--- config.mk ---
export PLATFORM = sky130hd
export DESIGN_NAME = fifo_queue_with_search_count
export DESIGN_NICKNAME = d
export VERILOG_FILES = /design/src/rtl/fqsc_pkg.sv /design/src/rtl/fifo_queue_with_search_count.sv /design/src/rtl/fqsc_ram.sv /design/src/rtl/fqsc_match.sv
export SDC_FILE = /design/constraint.sdc
export NUM_CORES = 1
export LEC_CHECK = 0
export BUFFER_PORTS_ARGS = -buffer_cell sky130_fd_sc_hd__buf_2
export CAP_MARGIN = 0
export CELL_PAD_IN_SITES_DETAIL_PLACEMENT = 0
export CELL_PAD_IN_SITES_GLOBAL_PLACEMENT = 2
export CORE_ASPECT_RATIO = 1.25
export CORE_MARGIN = 2
export CORE_UTILIZATION = 42
export CTS_CLUSTER_DIAMETER = 60
export DETAILED_ROUTE_END_ITERATION = 6
export GPL_ROUTABILITY_DRIVEN = 0
export PLACE_DENSITY_LB_ADDON = 0.1
export SYNTH_ARGS = -nofsm -noshare
export SYNTH_HDL_FRONTEND = slang
export SYNTH_SLANG_ARGS = --single-unit
--- constraint.sdc ---
create_clock -name clk -period 3.8 [get_ports clk]
set_clock_uncertainty 0.2 [all_clocks]
set_input_delay 0.76 -clock clk [delete_from_list [all_inputs] [get_ports clk]]
set_output_delay 0.76 -clock clk [all_outputs]
set_load 0.02 [all_outputs]
--- src/rtl/fqsc_pkg.sv ---
`default_nettype none

package fqsc_pkg;

    // Default sizing of the queue; the top level takes these as parameter defaults.
    localparam int DEF_QUEUE_DEPTH = 16;
    localparam int DEF_DATA_WIDTH  = 32;

    // Fixed widths of the command and result fields.
    localparam int VALUE_W   = 32;
    localparam int OUT_CNT_W = 5;

    typedef enum logic [1:0] {
        OP_PUSH   = 2'd0,
        OP_POP    = 2'd1,
        OP_SEARCH = 2'd2,
        OP_CLEAR  = 2'd3
    } op_t;

    typedef enum logic [1:0] {
        ST_OK    = 2'd0,
        ST_FULL  = 2'd1,
        ST_EMPTY = 2'd2
    } status_t;

    // Control from the sequencer to the shared compare and count unit.
    typedef struct packed {
        logic clear;
        logic enable;
    } match_ctrl_t;

endpackage

`default_nettype wire

--- src/rtl/fifo_queue_with_search_count.sv ---
`default_nettype none

// Bounded first-in first-out queue of signed values with an occurrence search.
// A command beat is taken at a rising edge where start is high and busy is low;
// operation selects push, pop of the oldest entry, search for a key, or clear.
// Every command gives exactly one result beat: done is high for one cycle and
// popped_value, found, match_count, queue_size and status are valid with it.
// The receiver cannot hold a result off, so the block never waits on it.
// How each operation completes, counted from the accepting edge:
//   push, clear, pop on an empty queue, search on an empty queue: done in the
//   next cycle and busy is never raised, so one command per cycle.
//   pop: done waits on the registered read port of the entry store.
//   search over n held entries: the store is read one entry a cycle and a
//   single compare and count unit checks each entry as it returns.
// After reset the queue is empty (head, tail and count cleared); the entry
// store itself is not cleared, since only entries that were pushed are read.
module fifo_queue_with_search_count
    import fqsc_pkg::*;
#(
    parameter int QUEUE_DEPTH = DEF_QUEUE_DEPTH,
    parameter int DATA_WIDTH  = DEF_DATA_WIDTH
) (
    input  wire logic                        clk,
    input  wire logic                        rst_n,
    input  wire logic                        start,
    output logic                             busy,
    input  wire logic [1:0]                  operation,
    input  wire logic signed [VALUE_W-1:0]   value,
    output logic                             done,
    output logic signed [VALUE_W-1:0]        popped_value,
    output logic                             found,
    output logic [OUT_CNT_W-1:0]             match_count,
    output logic [OUT_CNT_W-1:0]             queue_size,
    output logic [1:0]                       status
);

    localparam int IDX_W = $clog2(QUEUE_DEPTH);
    localparam int CNT_W = $clog2(QUEUE_DEPTH + 1);
    localparam logic [IDX_W-1:0] LAST_IDX  = IDX_W'(QUEUE_DEPTH - 1);
    localparam logic [CNT_W-1:0] DEPTH_CNT = CNT_W'(QUEUE_DEPTH);

    typedef enum logic [1:0] {
        S_IDLE,
        S_POP_DATA,
        S_SEARCH
    } state_t;

    state_t                    state_reg, state_next;
    logic [IDX_W-1:0]          head_reg, head_next;
    logic [IDX_W-1:0]          tail_reg, tail_next;
    logic [CNT_W-1:0]          count_reg, count_next;
    logic [IDX_W-1:0]          scan_reg, scan_next;
    logic [CNT_W-1:0]          left_reg, left_next;
    logic [DATA_WIDTH-1:0]     key_reg, key_next;
    logic                      rd_valid_reg, rd_valid_next;
    logic                      done_reg, done_next;
    logic [VALUE_W-1:0]        popped_reg, popped_next;
    logic                      found_reg, found_next;
    logic [CNT_W-1:0]          match_reg, match_next;
    status_t                   status_reg, status_next;

    logic                      accept;
    op_t                       op;
    logic [DATA_WIDTH-1:0]     value_bits;
    logic [DATA_WIDTH+VALUE_W-1:0] value_ext;
    logic [DATA_WIDTH+VALUE_W-1:0] popped_ext;
    logic [CNT_W+OUT_CNT_W-1:0]    size_ext;
    logic [CNT_W+OUT_CNT_W-1:0]    match_ext;

    logic                      wr_en;
    logic                      rd_en;
    logic [IDX_W-1:0]          rd_addr;
    logic [DATA_WIDTH-1:0]     rd_data;
    match_ctrl_t               mctrl;
    logic [CNT_W-1:0]          unit_count;

    function automatic logic [IDX_W-1:0] next_idx(input logic [IDX_W-1:0] i);
        next_idx = (i == LAST_IDX) ? '0 : i + IDX_W'(1);
    endfunction

    assign accept = start && !busy;
    assign op     = op_t'(operation);

    // Only the low DATA_WIDTH bits of the value are stored and compared; a
    // wider store is filled with zeros above the value field.
    assign value_ext  = {{DATA_WIDTH{1'b0}}, value};
    assign value_bits = value_ext[DATA_WIDTH-1:0];

    // A popped entry is sign-extended from DATA_WIDTH bits and cut to the port.
    assign popped_ext = {{VALUE_W{rd_data[DATA_WIDTH-1]}}, rd_data};

    fqsc_ram #(
        .DEPTH (QUEUE_DEPTH),
        .WIDTH (DATA_WIDTH)
    ) u_ram (
        .clk     (clk),
        .wr_en   (wr_en),
        .wr_addr (tail_reg),
        .wr_data (value_bits),
        .rd_en   (rd_en),
        .rd_addr (rd_addr),
        .rd_data (rd_data)
    );

    fqsc_match #(
        .DEPTH (QUEUE_DEPTH),
        .WIDTH (DATA_WIDTH)
    ) u_match (
        .clk   (clk),
        .rst_n (rst_n),
        .ctrl  (mctrl),
        .key   (key_reg),
        .data  (rd_data),
        .count (unit_count)
    );

    // While idle the read port points at the head, ready for a pop or the
    // first entry of a search; during a search it follows the scan pointer.
    assign rd_addr = (state_reg == S_IDLE) ? head_reg : scan_reg;

    always_comb
    begin
        state_next    = state_reg;
        head_next     = head_reg;
        tail_next     = tail_reg;
        count_next    = count_reg;
        scan_next     = scan_reg;
        left_next     = left_reg;
        key_next      = key_reg;
        rd_valid_next = 1'b0;
        done_next     = 1'b0;
        popped_next   = popped_reg;
        found_next    = found_reg;
        match_next    = match_reg;
        status_next   = status_reg;
        wr_en         = 1'b0;
        rd_en         = 1'b0;
        mctrl.clear   = 1'b0;
        mctrl.enable  = rd_valid_reg;

        unique case (state_reg)
            S_IDLE:
            begin
                if (accept)
                begin
                    popped_next = '0;
                    found_next  = 1'b0;
                    match_next  = '0;
                    status_next = ST_OK;
                    unique case (op)
                        OP_PUSH:
                        begin
                            done_next = 1'b1;
                            if (count_reg == DEPTH_CNT)
                            begin
                                status_next = ST_FULL;
                            end
                            else
                            begin
                                wr_en      = 1'b1;
                                tail_next  = next_idx(tail_reg);
                                count_next = count_reg + CNT_W'(1);
                            end
                        end
                        OP_POP:
                        begin
                            if (count_reg == '0)
                            begin
                                done_next   = 1'b1;
                                status_next = ST_EMPTY;
                            end
                            else
                            begin
                                rd_en      = 1'b1;
                                state_next = S_POP_DATA;
                            end
                        end
                        OP_SEARCH:
                        begin
                            if (count_reg == '0)
                            begin
                                done_next = 1'b1;
                            end
                            else
                            begin
                                // First read goes out now; the rest follow.
                                rd_en         = 1'b1;
                                rd_valid_next = 1'b1;
                                mctrl.clear   = 1'b1;
                                key_next      = value_bits;
                                scan_next     = next_idx(head_reg);
                                left_next     = count_reg - CNT_W'(1);
                                state_next    = S_SEARCH;
                            end
                        end
                        OP_CLEAR:
                        begin
                            done_next  = 1'b1;
                            head_next  = '0;
                            tail_next  = '0;
                            count_next = '0;
                        end
                        default:
                        begin
                            done_next = 1'b1;
                        end
                    endcase
                end
            end
            S_POP_DATA:
            begin
                popped_next = popped_ext[VALUE_W-1:0];
                head_next   = next_idx(head_reg);
                count_next  = count_reg - CNT_W'(1);
                done_next   = 1'b1;
                state_next  = S_IDLE;
            end
            S_SEARCH:
            begin
                if (left_reg != '0)
                begin
                    rd_en         = 1'b1;
                    rd_valid_next = 1'b1;
                    scan_next     = next_idx(scan_reg);
                    left_next     = left_reg - CNT_W'(1);
                end
                else if (!rd_valid_reg)
                begin
                    // The last entry was counted at the previous edge.
                    match_next = unit_count;
                    found_next = (unit_count != '0);
                    done_next  = 1'b1;
                    state_next = S_IDLE;
                end
            end
            default:
            begin
                state_next = S_IDLE;
            end
        endcase
    end

    always_ff @(posedge clk or negedge rst_n)
    begin
        if (!rst_n)
        begin
            state_reg    <= S_IDLE;
            head_reg     <= '0;
            tail_reg     <= '0;
            count_reg    <= '0;
            scan_reg     <= '0;
            left_reg     <= '0;
            rd_valid_reg <= 1'b0;
            done_reg     <= 1'b0;
            found_reg    <= 1'b0;
            match_reg    <= '0;
            status_reg   <= ST_OK;
        end
        else
        begin
            state_reg    <= state_next;
            head_reg     <= head_next;
            tail_reg     <= tail_next;
            count_reg    <= count_next;
            scan_reg     <= scan_next;
            left_reg     <= left_next;
            rd_valid_reg <= rd_valid_next;
            done_reg     <= done_next;
            found_reg    <= found_next;
            match_reg    <= match_next;
            status_reg   <= status_next;
        end
    end

    // Payload registers without reset.
    always_ff @(posedge clk)
    begin
        key_reg    <= key_next;
        popped_reg <= popped_next;
    end

    // Counts are reported in a fixed five-bit field.
    assign size_ext  = {{OUT_CNT_W{1'b0}}, count_reg};
    assign match_ext = {{OUT_CNT_W{1'b0}}, match_reg};

    assign busy         = (state_reg != S_IDLE);
    assign done         = done_reg;
    assign popped_value = popped_reg;
    assign found        = found_reg;
    assign match_count  = match_ext[OUT_CNT_W-1:0];
    assign queue_size   = size_ext[OUT_CNT_W-1:0];
    assign status       = status_reg;

endmodule

`default_nettype wire

--- src/rtl/fqsc_ram.sv ---
`default_nettype none

module fqsc_ram #(
    parameter int DEPTH = 16,
    parameter int WIDTH = 32
) (
    input  wire logic                     clk,
    input  wire logic                     wr_en,
    input  wire logic [$clog2(DEPTH)-1:0] wr_addr,
    input  wire logic [WIDTH-1:0]         wr_data,
    input  wire logic                     rd_en,
    input  wire logic [$clog2(DEPTH)-1:0] rd_addr,
    output logic      [WIDTH-1:0]         rd_data
);

    logic [WIDTH-1:0] mem [DEPTH];

    always_ff @(posedge clk)
    begin
        if (wr_en)
        begin
            mem[wr_addr] <= wr_data;
        end
    end

    // Read data is registered; it appears in the cycle after the request.
    always_ff @(posedge clk)
    begin
        if (rd_en)
        begin
            rd_data <= mem[rd_addr];
        end
    end

endmodule

`default_nettype wire

--- src/rtl/fqsc_match.sv ---
`default_nettype none

module fqsc_match
    import fqsc_pkg::*;
#(
    parameter int DEPTH = 16,
    parameter int WIDTH = 32
) (
    input  wire logic                       clk,
    input  wire logic                       rst_n,
    input  wire match_ctrl_t                ctrl,
    input  wire logic [WIDTH-1:0]           key,
    input  wire logic [WIDTH-1:0]           data,
    output logic      [$clog2(DEPTH+1)-1:0] count
);

    localparam int CNT_W = $clog2(DEPTH + 1);

    logic [CNT_W-1:0] count_reg;
    logic [CNT_W-1:0] count_next;

    // One equality compare, reused for every entry of a search.
    always_comb
    begin
        count_next = count_reg;
        if (ctrl.clear)
        begin
            count_next = '0;
        end
        else if (ctrl.enable && (data == key))
        begin
            count_next = count_reg + CNT_W'(1);
        end
    end

    always_ff @(posedge clk or negedge rst_n)
    begin
        if (!rst_n)
        begin
            count_reg <= '0;
        end
        else
        begin
            count_reg <= count_next;
        end
    end

    assign count = count_reg;

endmodule

`default_nettype wire

Word-level counts from Yosys, hierarchy flattened. Memory sizes are Yosys's and may differ from the RTL's. A register that Yosys moved wholly into a read port is not among the register bits. Index checks and enable logic that the tools add are counted.

Bits in registers: 103. Memory bits (writable): 512. Bits of input ports: 37. Output and inout port bits: 47. Logic and storage cells: 136. Memories: 1.

Memory list: u_ram.mem (depth 16, bits a word 32, rd ports 1, clocked after Yosys merged registers in 1, wr ports 1, line fqsc_ram.sv:16) `logic [WIDTH-1:0] mem [DEPTH];`.

Add/subtract/negate cells: 7. Eq/ne operators: 23. Multiplexer cells: 66. Bitwise operators: 1. Reduce and logical (&&, ||, !) cells: 24.

Operator list (count): $pmux 32 s2 (1); $mux 5 (11); $mux 4 (11); $pmux 5 s2 (4); $eq 32x32->1 (1); $mux 32 (1); $pmux 4 s2 (3); $mux 1 (21); $reduce_and 4->1 (4); $add 4x1->4 const B (3); $eq 4x4->1 const B (3); $mux 2 (6); $ne 2x2->1 const B (6); $pmux 2 s2 (3); $add 5x1->5 const B (2); $reduce_bool 2->1 (5); $reduce_bool 5->1 (2); $sub 5x1->5 const B (2); $ne 3x3->1 const B (3); $pmux 1 s2 (4); $eq 2x2->1 const B (3); $ne 3x1->1 const B (2); $reduce_and 6->1 (1); $eq 5x5->1 const B (1); 12 further kinds (18).

Logic depth before layout (Yosys ltp). Gate-level depths: netlist (run 1).

Depth after elaboration: 7. Gate-level depth with buffers: 10. Gate-level depth less buffers: 8.

By module. A second synthesis (run 1) with hierarchy kept.

Cells, all modules: 1247. Area, all modules: 25082.8 um2.

By module, submodules not included: fqsc_ram (times used 1, cells each 838, area an instance 20155.6 um2, seq. area each 16335.7 um2); fifo_queue_with_search_count (times used 1, cells each 337, area an instance 4290.4 um2, seq. area each 2772.7 um2); fqsc_match (times used 1, cells each 72, area an instance 636.9 um2, seq. area each 125.1 um2).

Worst setup path before layout (run 1). OpenSTA, ideal clock, no wires.

Kind: input-to-reg. Start point: input start. End point: register u_ram.rd_data[0] (read register of u_ram.mem) (enable). Library setup time: 0.466 ns. Arrival: 3.592 ns. Data required time: 3.134 ns. Slack: -0.458 ns. Stages: 3. Path buffers: 1. Path through: or3b_1 > clkbuf_1 > o21ai_0.

Word-level cells in the longest chain between the ends: 3.

RTL lines: start: declaration (line fifo_queue_with_search_count.sv:25) `input wire logic start,`; $logic_and 1x1->1 (line fifo_queue_with_search_count.sv:81) `assign accept = start && !busy;`; $mux 1 (line fifo_queue_with_search_count.sv:144) `if (accept)`; $pmux 1 s2 (line fifo_queue_with_search_count.sv:141) `unique case (state_reg)`; net rd_en (line fifo_queue_with_search_count.sv:71) `logic rd_en;`; end: declaration (line fqsc_ram.sv:13) `output logic [WIDTH-1:0] rd_data`.

The timed path passes the listed nets, and every way through them passes these cells. A chain may end at the register's enable or synchronous reset.

Final worst setup path (run 1).
Start point: register state_reg[1]. End point: register u_ram.rd_data[5] (read register of u_ram.mem) (data pin).

Word-level cells in the longest chain between the ends: 5. Elaborated cells on any way between the ends: 8. Classes of those cells: 1 x eq/ne; 3 x mux; 4 x reduce/logical.

RTL lines: start: declaration (line fifo_queue_with_search_count.sv:48) `state_t state_reg, state_next;`; start signal: assignment (line fifo_queue_with_search_count.sv:261) `state_reg <= state_next;`; $reduce_bool 2->1 (line fifo_queue_with_search_count.sv:286) `assign busy = (state_reg != S_IDLE);`; $logic_not 1->1 (line fifo_queue_with_search_count.sv:81); $logic_and 1x1->1 (line fifo_queue_with_search_count.sv:81); $mux 1 (line fifo_queue_with_search_count.sv:144); $pmux 1 s2 (line fifo_queue_with_search_count.sv:141).

Parallel ways exist; a longest one is shown, timed or not.

==> flow_metrics.py, run 1 <==
metrics = {
    "outcome": {
        "outcome": "finished, final reports clean",
    },
    "route": {
        "drt_iter0_markers": 1368,
        "drtAntennaViolNets": 0,
        "drt_first_pass_iters": 6,
        "drc": 0,
        "wirelength_um": 68500,
        "num_vias": 14000,
        "routed_via_density": 5.68,
        "post_drt_wl_per_cell_um": 27.9,
    },
    "layout": {
        "area_delta_synth_final_pct": 15.9,
        "n_fill_cell": 5005,
        "multi_input_area_sq_um": 5780,
        "top_register": "u_ram.mem",
        "layout_commonest_cell": "edfxtp_1",
        "nets": 1693,
        "fin_cells": 2458,
        "finalCoreUtilization_pct": 49.3,
        "largest_reg_flops": 512,
        "layout-drive-gt1-share_pct": 20.3,
        "layout_common_cells": "608 x edfxtp_1, 218 x nand2_1, 83 x buf_2, 72 x nand3_1, 71 x clkbuf_16",
        "seq_area_sq_um": 19200,
    },
    "power": {
        "power-per-cell-area_nw_per_um2": 751,
        "power.share.clock_pct": 30.5,
        "seq_power_share_pct": 41.0,
        "power.switching_mw": 7.17,
        "p_comb_share_pct": 28.5,
        "max-vdd-ir-drop_v": 0.000490,
        "cell_internal_pwr_mw": 14.9,
        "leakagePower_nw": 10.1,
        "switching_share_pct": 32.5,
        "fin_total_pwr_mw": 22.0,
    },
    "timing": {
        "rsz0062_at_grt": "no",
        "slew_headroom_pct": 28.6,
        "drv_slew": 0,
        "finalCriticalPeriod_ns": 3.25,
        "setup_violations": 0,
        "max_freq_ghz": 0.308,
        "final.setup.tns_ns": 0,
        "period_share_pct": 85.5,
        "finalHoldViolations": 0,
        "tightest_slew_ns": 1.06,
    },
    "worst_setup_path": {
        "startpoint_type": "flop",
        "critical_path.slowest_cell": "mux2i_4",
        "critPathBufInv": 1,
        "path_class": "flop to flop",
        "crit_arrival_ns": 3.40,
        "worstPathMaxFanout": 17,
        "critPathMaxStageDelay_ns": 0.74,
        "crit_path_end_kind": "flop",
        "cp_top_family": "simple AND/OR/NAND/NOR gates",
        "path_cells": "nor2_2, mux2i_4, nor2_4, buf_12, a22o_1, a41o_1",
        "crit_required_ns": 3.95,
    },
    "synth": {
        "netlist_top_cells_area": "edfxtp_1 72%, mux4_2 5.7%, dfrtp_1 3.9%",
        "synth_seq_cells": 647,
        "yosys_warnings": 0,
        "avgSynthCellArea_sq_um": 16.7,
        "synth_top_area_cell": "edfxtp_1",
        "synthesis.area_sq_um": 25300,
        "postSynthNetCount": 1567,
        "synthArstFlopShare_pct": 6.03,
        "synth.distinct_cells": 54,
        "synth_edf_count": 608,
        "yosysTopAreaCellShare_pct": 72.1,
        "synthCells": 1515,
        "synth_flop_cell": "edfxtp_1",
        "yosysSeqAreaShare_pct": 75.9,
    },
    "job": {
        "cap_violations": 0,
    },
    "clocking": {
        "cts_root_buf": "clkbuf_16",
        "cts.sinks": 647,
        "cts-hold-fix-buffers": 0,
        "clk_pin_slew_ns": 0.06,
        "worstSkewPairLatency_ns": 0.61,
        "cts_buffers": 68,
        "cts.htree.levels": 3,
        "post_cts_resize_count": 0,
        "cts_tree": "done",
        "cts_post_setup_buffers_inserted": 0,
        "clockBufferDepth": 3,
    },
    "placed_design": {
        "placed_cells": 2336,
        "dp_hpwl_um": 40500,
        "io_buffer_count": 83,
    },
    "floorplan": {
        "die_x_um": 224,
        "fp.dieH_um": 279,
        "initial_core_util_pct": 42.5,
        "core_area_sq_um": 59600,
        "dieArea_sq_um": 62300,
        "rows": 100,
        "pin_count": 84,
    },
    "global_route": {
        "grt_overflow": 0,
        "grt_pass1_vias": 14100,
        "grt_usage_pct": 22.4,
        "antenna_found_initial": 5,
        "grt_pass1_wl_um": 99700,
        "grt_max_degree": 59,
    },
    "hold_path": {
        "hold_class": "primary input to async pin",
    },
}
layer usage:
metal | vias to the layer above | share of wire [%] | wire length (um) | global-route usage [%]
li1 | 6197 | - | - | -
met5 | - | 0.019 | 13 | 0
met2 | 395 | 49 | 33700 | 36.8
met1 | 7285 | 44 | 29800 | 31.3
met3 | 85 | 5.1 | 3510 | 3.05
met4 | 2 | 2.1 | 1460 | 6.34
power groups by stage:
stage               logic (mW)  registers [mW]  clock network, mW
finish                    6.29            9.04               6.72
detailed placement        6.39            9.19                  0
floorplan                 4.07            8.99                  0
global placement          6.36            9.19                  0
CTS                       6.41            9.04               6.87
global route              6.83            9.08               7.14
worst paths after layout:
path                              start          endpoint  slack, ns  depth (start not counted)
setup / recovery           state_reg[1]  u_ram.rd_data[5]       0.55                          6
hold / removal                    rst_n     queue_size[0]       0.13                          1
setup reg to reg           state_reg[1]  u_ram.rd_data[5]       0.55                          6
hold reg to reg               status[0]         status[0]       0.28                          2
max in group asynchronous         rst_n    match_count[1]       2.66                          1
min in group clk              status[0]         status[0]       0.28                          2
worst reg2reg max path, cell delays in order, from the launching register on:
cell and delay, ns:
dfrtp_1 0.53, nor2_2 0.51, mux2i_4 0.74, nor2_4 0.29
buf_12 0.28, a22o_1 0.23, a41o_1 0.22
final cells by class:
cell class / instances / area share (%)
Antenna cell: 1 / 0.00853
Timing Repair Buffer: 143 / 3.63
Inverter: 16 / 0.205
Clock inverter: 40 / 1.46
Tap cell: 765 / 3.26
Sequential cell: 647 / 65.5
Multi-Input combinational cell: 765 / 19.7
Clock buffer: 81 / 6.18
cell usage after synthesis (all sizes together), types with 3 or more instances:
cell type / count
a41o: 31
inv: 16
xor2: 16
a31o: 3
and2: 50
dfrtp: 39
mux2i: 10
clkbuf: 69
edfxtp: 608
nor3: 6
a31oi: 39
mux4: 64
buf: 18
nor3b: 3
o31ai: 4
nand3: 72
o21ai: 25
a211oi: 32
nand4: 9
xnor2: 18
a21oi: 9
nor2: 18
nor4: 5
nand2: 220
a22o: 42
ha: 15
nor2b: 3
and3: 36
nand2b: 8
or3b: 3
through the flow:
step	hold WS [ns]	cell area [sq um]	setup slack, ns
global route	0.197	29300	0.404
global placement	0.265	27100	0.566
finish	0.130	29300	0.552
detailed placement	0.274	27100	0.527
CTS	0.149	29300	0.535
floorplan	0.264	25300	0.411
kinds of logic after synthesis:
kind of cell | count (synthesis) | share of synthesized area, %
buf+inv | 103 | 1.75
flops | 647 | 75.9
mux | 75 | 6.13
xor+xnor | 34 | 1.18
compound gates | 199 | 5.97
simple gates | 442 | 8.30
fa+ha+maj | 15 | 0.741
Power figures use the tool's default switching activity.
==> inputs of run 2 (changes only) <==
Settings changed: CTS_BUF_LIST set to sky130_fd_sc_hd__clkbuf_16.
==> run 2 against run 1 <==
Net effect: total power about the same; fmax about the same; worst hold slack improved by 0.0037 ns; clock-buffer cell count decreased by 10; clock power about the same; routed wire length increased by 0.18%.
==> flow_metrics.py, run 2 (same netlist as run 1, synthesis figures left out) <==
metrics = {
    "outcome": {
        "outcome": "finished, final reports clean",
    },
    "layout": {
        "n_fill_cell": 5003,
        "nets": 1693,
        "layout_commonest_cell": "edfxtp_1",
        "layout_common_cells": "608 x edfxtp_1, 218 x nand2_1, 83 x buf_2, 72 x nand3_1, 71 x clkbuf_16",
        "fin_cells": 2461,
        "largest_reg_flops": 512,
        "layout-drive-gt1-share_pct": 20.3,
        "top_register": "u_ram.mem",
        "area_delta_synth_final_pct": 15.9,
        "final_cell_area_sq_um": 29400,
    },
    "route": {
        "drc": 0,
        "drt_iter0_markers": 1366,
        "num_vias": 14000,
        "wirelength_um": 68600,
        "post_drt_wl_per_cell_um": 27.9,
        "drtAntennaViolNets": 0,
        "routed_via_density": 5.70,
        "drt_first_pass_iters": 5,
    },
    "worst_setup_path": {
        "crit_path_end_kind": "flop",
        "worstRegToRegCells": 6,
        "crit_required_ns": 3.95,
        "worstPathMaxFanout": 17,
        "startpoint_type": "flop",
        "crit_arrival_ns": 3.40,
        "path_class": "flop to flop",
    },
    "clocking": {
        "worstSkewPairLatency_ns": 0.61,
        "clk_pin_slew_ns": 0.06,
        "cts_buffers": 68,
        "cts_tree": "done",
        "clockBufferDepth": 3,
        "cts.sinks": 647,
        "cts_root_buf": "clkbuf_16",
        "cts_post_setup_buffers_inserted": 0,
        "cts-hold-fix-buffers": 0,
        "post_cts_resize_count": 0,
        "cts.htree.levels": 3,
    },
    "global_route": {
        "grt_pass1_wl_um": 99700,
        "grt_usage_pct": 22.4,
        "grt_util_met1_pct": 31.3,
        "globalRouteMet2Util_pct": 36.8,
        "grt_max_degree": 59,
        "grt_overflow": 0,
        "antenna_found_initial": 5,
        "grt_util_met3_pct": 3.06,
        "grt_busiest_layer": "met2",
        "grt_pass1_vias": 14100,
    },
    "floorplan": {
        "pin_count": 84,
        "dieArea_sq_um": 62300,
        "core_area_sq_um": 59600,
        "die_x_um": 224,
        "fp.dieH_um": 279,
        "initial_core_util_pct": 42.5,
        "rows": 100,
    },
    "timing": {
        "period_share_pct": 85.4,
        "max_freq_ghz": 0.308,
        "drv_slew": 0,
        "final.setup.tns_ns": 0,
        "rsz0062_at_grt": "no",
        "slew_headroom_pct": 19.7,
        "finalCriticalPeriod_ns": 3.25,
        "tightest_slew_ns": 1.19,
        "finalHoldViolations": 0,
        "setup_violations": 0,
    },
    "power": {
        "power-per-cell-area_nw_per_um2": 750,
        "leakagePower_nw": 10.2,
        "max-vdd-ir-drop_v": 0.000491,
    },
    "placed_design": {
        "dpl-instance-area_sq_um": 27100,
        "placed_cells": 2336,
        "dp_hpwl_um": 40500,
        "io_buffer_count": 83,
    },
    "job": {
        "cap_violations": 0,
    },
    "hold_path": {
        "hold_class": "primary input to async pin",
    },
}
## run 2: cell types whose count changed in the layout (fill, tap and decap cells not counted)
cell,previous run,this run
inv_1,15,25
diode_2,1,4
clkbuf_1,10,0
## run 2: report_power, final
group | total, mW | switching, mW | internal (mW)
sequential | 9.03 | 0.551 | 8.48
clock | 6.70 | 2.76 | 3.94
combinational | 6.29 | 3.86 | 2.43
## run 2: layout make-up
cell class | count | area, sq um | share of cell area (%)
antenna | 4 | 10.0 | 0.0341
clock buffer | 71 | 1780 | 6.05
clock inverter | 50 | 467 | 1.59
inverter | 16 | 60.1 | 0.205
multi-input combinational | 765 | 5780 | 19.7
sequential | 647 | 19200 | 65.5
tap | 765 | 957 | 3.26
timing repair buffer | 143 | 1070 | 3.63
## run 2: final timing paths
check	startpoint	to	slack (ns)
max	state_reg[1]	u_ram.rd_data[5]	0.55
min	rst_n	queue_size[0]	0.13
max reg2reg	state_reg[1]	u_ram.rd_data[5]	0.55
min reg2reg	status[0]	status[0]	0.28
max in group asynchronous	rst_n	match_count[1]	2.65
min in group clk	status[0]	status[0]	0.28
## run 2: critical path, cell delays in order (launching register included)
cell and delay, ns:
dfrtp_1 0.53, nor2_2 0.50, mux2i_4 0.73, nor2_4 0.28, buf_12 0.26, a22o_1 0.23
a41o_1 0.22
## run 2: metal layers
metal	vias up	wire length, um
met5	-	13
met4	2	1460
met3	90	3560
met2	393	33700
met1	7339	29900
li1	6199	-
## run 2: through the flow
stage / setup slack, ns / total power, mW / utilization [%] / hold slack, ns
floorplan: 0.411 / 13.1 / - / 0.264
global placement: 0.566 / 15.6 / 45.5 / 0.265
detailed placement: 0.527 / 15.6 / 45.5 / 0.274
CTS: 0.535 / 22.3 / 49.3 / 0.149
global route: 0.404 / 23.0 / 49.3 / 0.197
finish: 0.553 / 22.0 / 49.3 / 0.133
